`src/rtl/mepc_pkg.sv`:
```
package mepc_pkg;

    localparam int unsigned TABLE_DEPTH = 1024;
    localparam int unsigned COMP_W      = 20;
    localparam int unsigned EDGE_W      = 32;
    localparam int unsigned WEIGHT_W    = 31;
    localparam int unsigned DATA_W      = 32;
    localparam int unsigned PADDR_W     = 3;

    localparam logic OP_OFFER = 1'b0;
    localparam logic OP_READ  = 1'b1;

    // Register select taken from paddr bit 2.
    localparam logic REG_COMP_BASE = 1'b0;
    localparam logic REG_EDGE_BASE = 1'b1;

    typedef struct packed {
        logic                used;
        logic [COMP_W-1:0]   target;
        logic [EDGE_W-1:0]   edge_id;
        logic [WEIGHT_W-1:0] weight;
    } t_entry;

    typedef struct packed {
        logic                op;
        logic                range_err;
        logic                self_loop;
        logic [COMP_W-1:0]   dst;
        logic [WEIGHT_W-1:0] weight;
        logic [EDGE_W-1:0]   edge_id;
    } t_item;

    typedef struct packed {
        logic                kept;
        logic                range_error;
        logic                entry_valid;
        logic [COMP_W-1:0]   best_target;
        logic [EDGE_W-1:0]   best_edge;
        logic [WEIGHT_W-1:0] best_weight;
    } t_result;

endpackage

```
`src/rtl/mepc_update.sv`:
```
module mepc_update (
    input  mepc_pkg::t_item   i_item,
    input  mepc_pkg::t_entry  i_entry,
    output mepc_pkg::t_result o_result,
    output logic              o_wr_en,
    output mepc_pkg::t_entry  o_wr_data
);

    always_comb begin
        o_result  = '0;
        o_wr_en   = 1'b0;
        o_wr_data = '0;
        if (i_item.range_err) begin
            o_result.range_error = 1'b1;
        end else if (i_item.op == mepc_pkg::OP_OFFER) begin
            if (!i_item.self_loop) begin
                o_result.kept = 1'b1;
                if (!i_entry.used || (i_item.weight < i_entry.weight)) begin
                    o_wr_en           = 1'b1;
                    o_wr_data.used    = 1'b1;
                    o_wr_data.target  = i_item.dst;
                    o_wr_data.edge_id = i_item.edge_id;
                    o_wr_data.weight  = i_item.weight;
                end
            end
        end else begin
            if (i_entry.used) begin
                o_result.entry_valid = 1'b1;
                o_result.best_target = i_entry.target;
                o_result.best_edge   = i_entry.edge_id;
                o_result.best_weight = i_entry.weight;
            end
            o_wr_en = 1'b1;
        end
    end

endmodule

```
`config.mk`:
```
export PLATFORM = sky130hd
export DESIGN_NAME = mepc_update
export DESIGN_NICKNAME = d
export VERILOG_FILES = /design/src/rtl/mepc_pkg.sv /design/src/rtl/mepc_update.sv
export SDC_FILE = /design/constraint.sdc
export NUM_CORES = 1
export LEC_CHECK = 0
export BUFFER_PORTS_ARGS = -buffer_cell sky130_fd_sc_hd__buf_4
export CAP_MARGIN = 20
export CORE_AREA = 2 2 133 135
export DETAILED_ROUTE_END_ITERATION = 12
export DIE_AREA = 0 0 135 137
export MAX_ROUTING_LAYER = met4
export PLACE_DENSITY = 0.51
export SETUP_SLACK_MARGIN = 0.05
export SLEW_MARGIN = 20
export SYNTH_ARGS = -nofsm -noshare
export SYNTH_HDL_FRONTEND = slang
export SYNTH_SLANG_ARGS = --single-unit
```
`constraint.sdc`:
```
create_clock -name vclk -period 2.1
set_clock_uncertainty 0.05 [all_clocks]
set_input_delay 0.105 -clock vclk [all_inputs]
set_output_delay 0.105 -clock vclk [all_outputs]
set_load 0.005 [all_outputs]
```
==> results of run 1 <==
## layer usage
metal	share of wire (%)	global-route usage, %
met4	1.6	0.810
met1	40	14.5
met3	7.2	1.67
met2	52	24.5
met5	0	-
## path summary, 6_finish.rpt
kind                  slack (ns)  startpoint       endpoint  cells past startpoint
worst max-delay path       -0.06  i_item[51]  o_wr_data[61]                     11
worst min-delay path        0.42  i_item[84]   o_result[84]                      2
## layout make-up
class | instances | area share, %
inverters | 32 | 2.27
well taps | 225 | 4.64
multi-input cells | 332 | 40.2
repair buffers | 386 | 52.9
## critical path, stage by stage
cell and delay [ns]:
buf_4 0.12, ha_1 0.28, nand4_1 0.12, nor3_2 0.06
a221o_1 0.35, o31ai_4 0.29, o21ai_4 0.11, buf_6 0.17
clkbuf_16 0.18, nor2_2 0.10, buf_4 0.11
## metrics by stage
step	setup TNS, ns	hold WS, ns	instances	setup WS (ns)	util [%]
2_1_floorplan	0	0.234	395	0.263	-
3_3_place_gp	-11.59	0.425	959	-0.168	29.4
3_5_place_dp	-11.27	0.424	959	-0.163	29.4
4_1_cts	-1.31	0.425	973	-0.0641	32.8
5_1_grt	-8.31	0.439	975	-0.138	35.6
6_report	-1.65	0.420	975	-0.0550	35.6
## cells in the mapped netlist (all sizes together)
cell	count	share of area, %
a221o	1	0.48
o31ai	2	0.97
a211oi	2	0.72
buf	10	4.6
nor2	87	16
nor2b	1	0.30
nor3	33	8.0
clkbuf	21	3.8
o211ai	1	0.36
o21a	1	0.36
a21oi	11	2.7
o21ai	4	0.97
and2	53	16
inv	32	5.8
nand4	4	1.2
nand2b	1	0.30
ha	30	18
nand3	6	1.4
o21bai	1	0.36
a31oi	1	0.30
a21o	4	1.4
nand2	89	16
## power groups by stage
stage	sequential, W	clock, W	combinational (W)
5_1_grt	0	0	0.00113
3_5_place_dp	0	0	0.000778
4_1_cts	0	0	0.000940
6_report	0	0	0.00104
2_1_floorplan	0	0	0.000284
3_3_place_gp	0	0	0.000781
## cells in the final DEF (no fill, tap or decap), drive strengths merged
cell / count
a211oi: 2
a21o: 4
a21oi: 11
a221o: 1
a31oi: 1
and2: 53
buf: 384
clkbuf: 2
ha: 30
inv: 32
nand2: 89
nand2b: 1
nand3: 6
nand4: 4
nor2: 87
nor2b: 1
nor3: 33
o211ai: 1
o21a: 1
o21ai: 4
o21bai: 1
o31ai: 2
## cell families (layout without fill, tap and decap cells)
kind of cell,after synthesis,in the layout,synth area share [%]
and+or+nand+nor,274,274,59.0
buffers and inverters,63,418,14.2
adders and majority gates,30,30,18.1
AOI/OAI and AO/OA,28,28,8.63
## repair_timing
item	in CTS	in global routing
gates resized for setup	92	126
buffers inserted	11	0
endpoints found under the setup margin	85	84
pin swaps	6	37
gates cloned	3	4
==> results.json, run 1 <==
{
  "hold_class": "in -> out",
  "timing.final.setup_violations": 69,
  "clkbuf_count": 0,
  "p_comb_share_pct": 100.0,
  "multi_input_comb_area_um2": 2440,
  "maxCapViolations": 0,
  "power.total_w": 0.00104,
  "required_ns": 1.95,
  "dpl_cell_area_um2": 5010,
  "final_nets": 952,
  "portBuffers": 341,
  "drive_above_1_share_pct": 67.6,
  "vdd_drop_max_uv": 80.6,
  "max_slew_margin_pct": 72.9,
  "finalHoldViolCount": 0,
  "violations": "setup timing",
  "gr-total-overflow": 0,
  "tightest_slew_ns": 0.406,
  "syn-num-nets": 595,
  "synth-warning-count": 0,
  "max_freq_mhz": 464,
  "status": "finished with violations",
  "grt_pass1_vias": 3524,
  "place_congestion": 0.759,
  "end_kind": "output port",
  "leakagePower_nw": 3.00,
  "via_count": 3857,
  "dr.pass1.iters": 4,
  "ys_types": 26,
  "vias_per_cell": 3.96,
  "grt_max_degree": 65,
  "seq_cell_count": 0,
  "antenna_found_initial": 0,
  "ios": 341,
  "drtIter0Drc": 75,
  "syn_area_per_cell_um2": 5.25,
  "seq_area_um2": 0,
  "drcViolationCount": 0,
  "die_h_um": 137,
  "ant_nets": 0,
  "track_usage_pct": 12.6,
  "p_clk_share_pct": 0,
  "setup_slack_ns": -0.0550,
  "rows": 48,
  "cp.arrival_ns": 2.00,
  "wirelength_um": 14200,
  "synth_seq_area_share_pct": 0,
  "syn_to_final_growth_pct": 193,
  "startpoint_type": "primary input",
  "powerDensity_nw_per_um2": 171,
  "diodes": 0,
  "final_area_um2": 6070,
  "layout_min_cycle_time_ns": 2.16,
  "hold_buffers": 0,
  "pwr-share-seq_pct": 0,
  "core_um2": 17100,
  "power_switching_share_pct": 43.2,
  "grt_pass1_wl_um": 18300,
  "dp_hpwl_um": 10400,
  "slew_violations": 0,
  "rsz0062_at_grt": "yes",
  "routedWlPerCell_um": 14.5,
  "die_x_um": 135,
  "crit_fanout": 6,
  "syn_inst": 395,
  "synth_area_um2": 2070,
  "fp.dieArea_um2": 18500,
  "n_fill_cell": 1803,
  "p_switching_w": 0.000449,
  "initial_core_util_pct": 12.2,
  "period_share_pct": 103,
  "p_int_w": 0.000590,
  "critPathKind": "in -> out"
}
Power figures use the tool's default switching activity.
==> inputs of run 2 (changes only) <==
==> constraint.sdc (replaced) <==
create_clock -name vclk -period 2.1
set_clock_uncertainty 0.05 [all_clocks]
set_input_delay 0.42 -clock vclk [all_inputs]
set_output_delay 0.42 -clock vclk [all_outputs]
set_load 0.005 [all_outputs]
==> results.json, run 2 (synthesized netlist as in run 1, its figures left out) <==
{
  "status": "finished with violations",
  "violations": "setup timing",
  "required_ns": 1.63,
  "cp_slowest_cell": "a221o_1",
  "die_x_um": 135,
  "p_comb_share_pct": 100.0,
  "hold_buffers": 0,
  "grt_pass1_vias": 3409,
  "slew_violations": 0,
  "dr.pass1.iters": 4,
  "dp_hpwl_um": 11100,
  "critPathKind": "in -> out",
  "seq_area_um2": 0,
  "cp_cell_sequence": "buf_6 -> inv_4 -> ha_4 -> a21oi_2 -> o21ai_2 -> a221o_1 -> o31ai_4 -> o21ai_4 -> buf_12 -> buf_16 -> nor2_1 -> buf_4",
  "rows": 48,
  "portBuffers": 341,
  "drtIter0Drc": 99,
  "power_switching_share_pct": 41.8,
  "n_fill_cell": 1735,
  "rsz0062_at_grt": "yes",
  "timing.final.setup_violations": 85,
  "critPathMaxStageDelay_ns": 0.38,
  "period_share_pct": 136,
  "worstSetupStartpoint": "i_entry[16]",
  "ant_nets": 0,
  "setup_slack_ns": -0.753,
  "max_freq_mhz": 351,
  "drcViolationCount": 0,
  "use_met1_pct": 15.5,
  "drive_above_1_share_pct": 67.5,
  "grt_use_met3_pct": 1.52,
  "seq_cell_count": 0,
  "p_clk_share_pct": 0,
  "pwr-share-seq_pct": 0,
  "fp.dieArea_um2": 18500,
  "layout_min_cycle_time_ns": 2.85,
  "finalHoldViolCount": 0,
  "leakagePower_nw": 3.07,
  "startpoint_type": "primary input",
  "fin_tns_setup_ns": -58.69,
  "initial_core_util_pct": 12.2,
  "top_usage_layer": "met2",
  "maxCapViolations": 0,
  "vdd_drop_max_uv": 77.0,
  "p_switching_w": 0.000450,
  "routedWlPerCell_um": 14.2,
  "dpl.cell_count": 972,
  "instances_no_fill": 984,
  "gr-total-overflow": 0,
  "max_slew_margin_pct": 78.7,
  "wirelength_um": 13900,
  "layout_commonest_cell": "buf_4",
  "vias_per_cell": 3.86,
  "end_kind": "output port",
  "path_buf_inv": 5,
  "cp_top_family": "compound AO/OA/AOI/OAI gates",
  "holdCritStartpoint": "i_entry[44]",
  "tightest_slew_ns": 0.318,
  "ios": 341,
  "cp.arrival_ns": 2.38,
  "use_met2_pct": 22.1,
  "track_usage_pct": 12.3,
  "diodes": 0,
  "antenna_found_initial": 0,
  "die_h_um": 137,
  "final_nets": 961,
  "hold_class": "in -> out",
  "powerDensity_nw_per_um2": 171,
  "place_congestion": 0.750,
  "grt_max_degree": 65,
  "clkbuf_count": 0,
  "via_count": 3802,
  "syn_to_final_growth_pct": 202,
  "multi_input_comb_area_um2": 2450,
  "core_um2": 17100,
  "grt_pass1_wl_um": 18000,
  "crit_fanout": 10,
  "p_int_w": 0.000625,
  "layout_common_cells": "buf_4 (331), nand2_1 (88), and2_1 (53), buf_6 (46), nor2_4 (40)"
}
==> run 2: metrics by stage <==
stage          utilization, %  hold WS [ns]  setup slack (ns)  power (W)  area [µm²]
2_1_floorplan               -         0.864            -0.285   0.000325        2360
3_3_place_gp             31.9          1.06            -0.705   0.000878        5440
3_5_place_dp             31.9          1.06            -0.750   0.000879        5440
5_1_grt                  36.7          1.07            -0.818    0.00117        6270
4_1_cts                  32.2          1.06            -0.661   0.000897        5490
6_report                 36.7          1.06            -0.753    0.00107        6270
==> run 2: path summary, 6_finish.rpt <==
kind | to | slack, ns | cells past startpoint
worst max-delay path | o_wr_data[64] | -0.75 | 12
worst min-delay path | o_result[44] | 1.06 | 3
==> run 2: layout make-up <==
cell class | count | share of cell area, %
Timing Repair Buffer | 395 | 53.8
Multi-Input combinational cell | 332 | 39.0
Tap cell | 225 | 4.49
Inverter | 32 | 2.68
==> run 2: metal layers <==
metal	share of wire, %	up-vias	wire, µm
met2	51	176	7100
li1	-	1971	-
met5	0	-	0
met3	8.1	8	1130
met4	0.98	0	136
met1	40	1647	5590
==> run 2: repair_timing <==
item / 4_1_cts / 5_1_grt
endpoints found under the setup margin: 85 / 85
resized for setup: 5 / 173
cloned: 0 / 5
pin swaps: 0 / 41
buffers inserted: 3 / 5
==> run 2: power groups by stage <==
stage | Sequential [W] | Combinational, W | Clock [W]
after global routing | 0 | 0.00117 | 0
after global placement | 0 | 0.000878 | 0
final | 0 | 0.00107 | 0
after CTS | 0 | 0.000897 | 0
after floorplan | 0 | 0.000325 | 0
after detailed placement | 0 | 0.000879 | 0
==> run 2: tightest hold or removal path, cell delays in order <==
cell and delay, ns:
buf_4 0.07, and2_1 0.10, buf_4 0.10
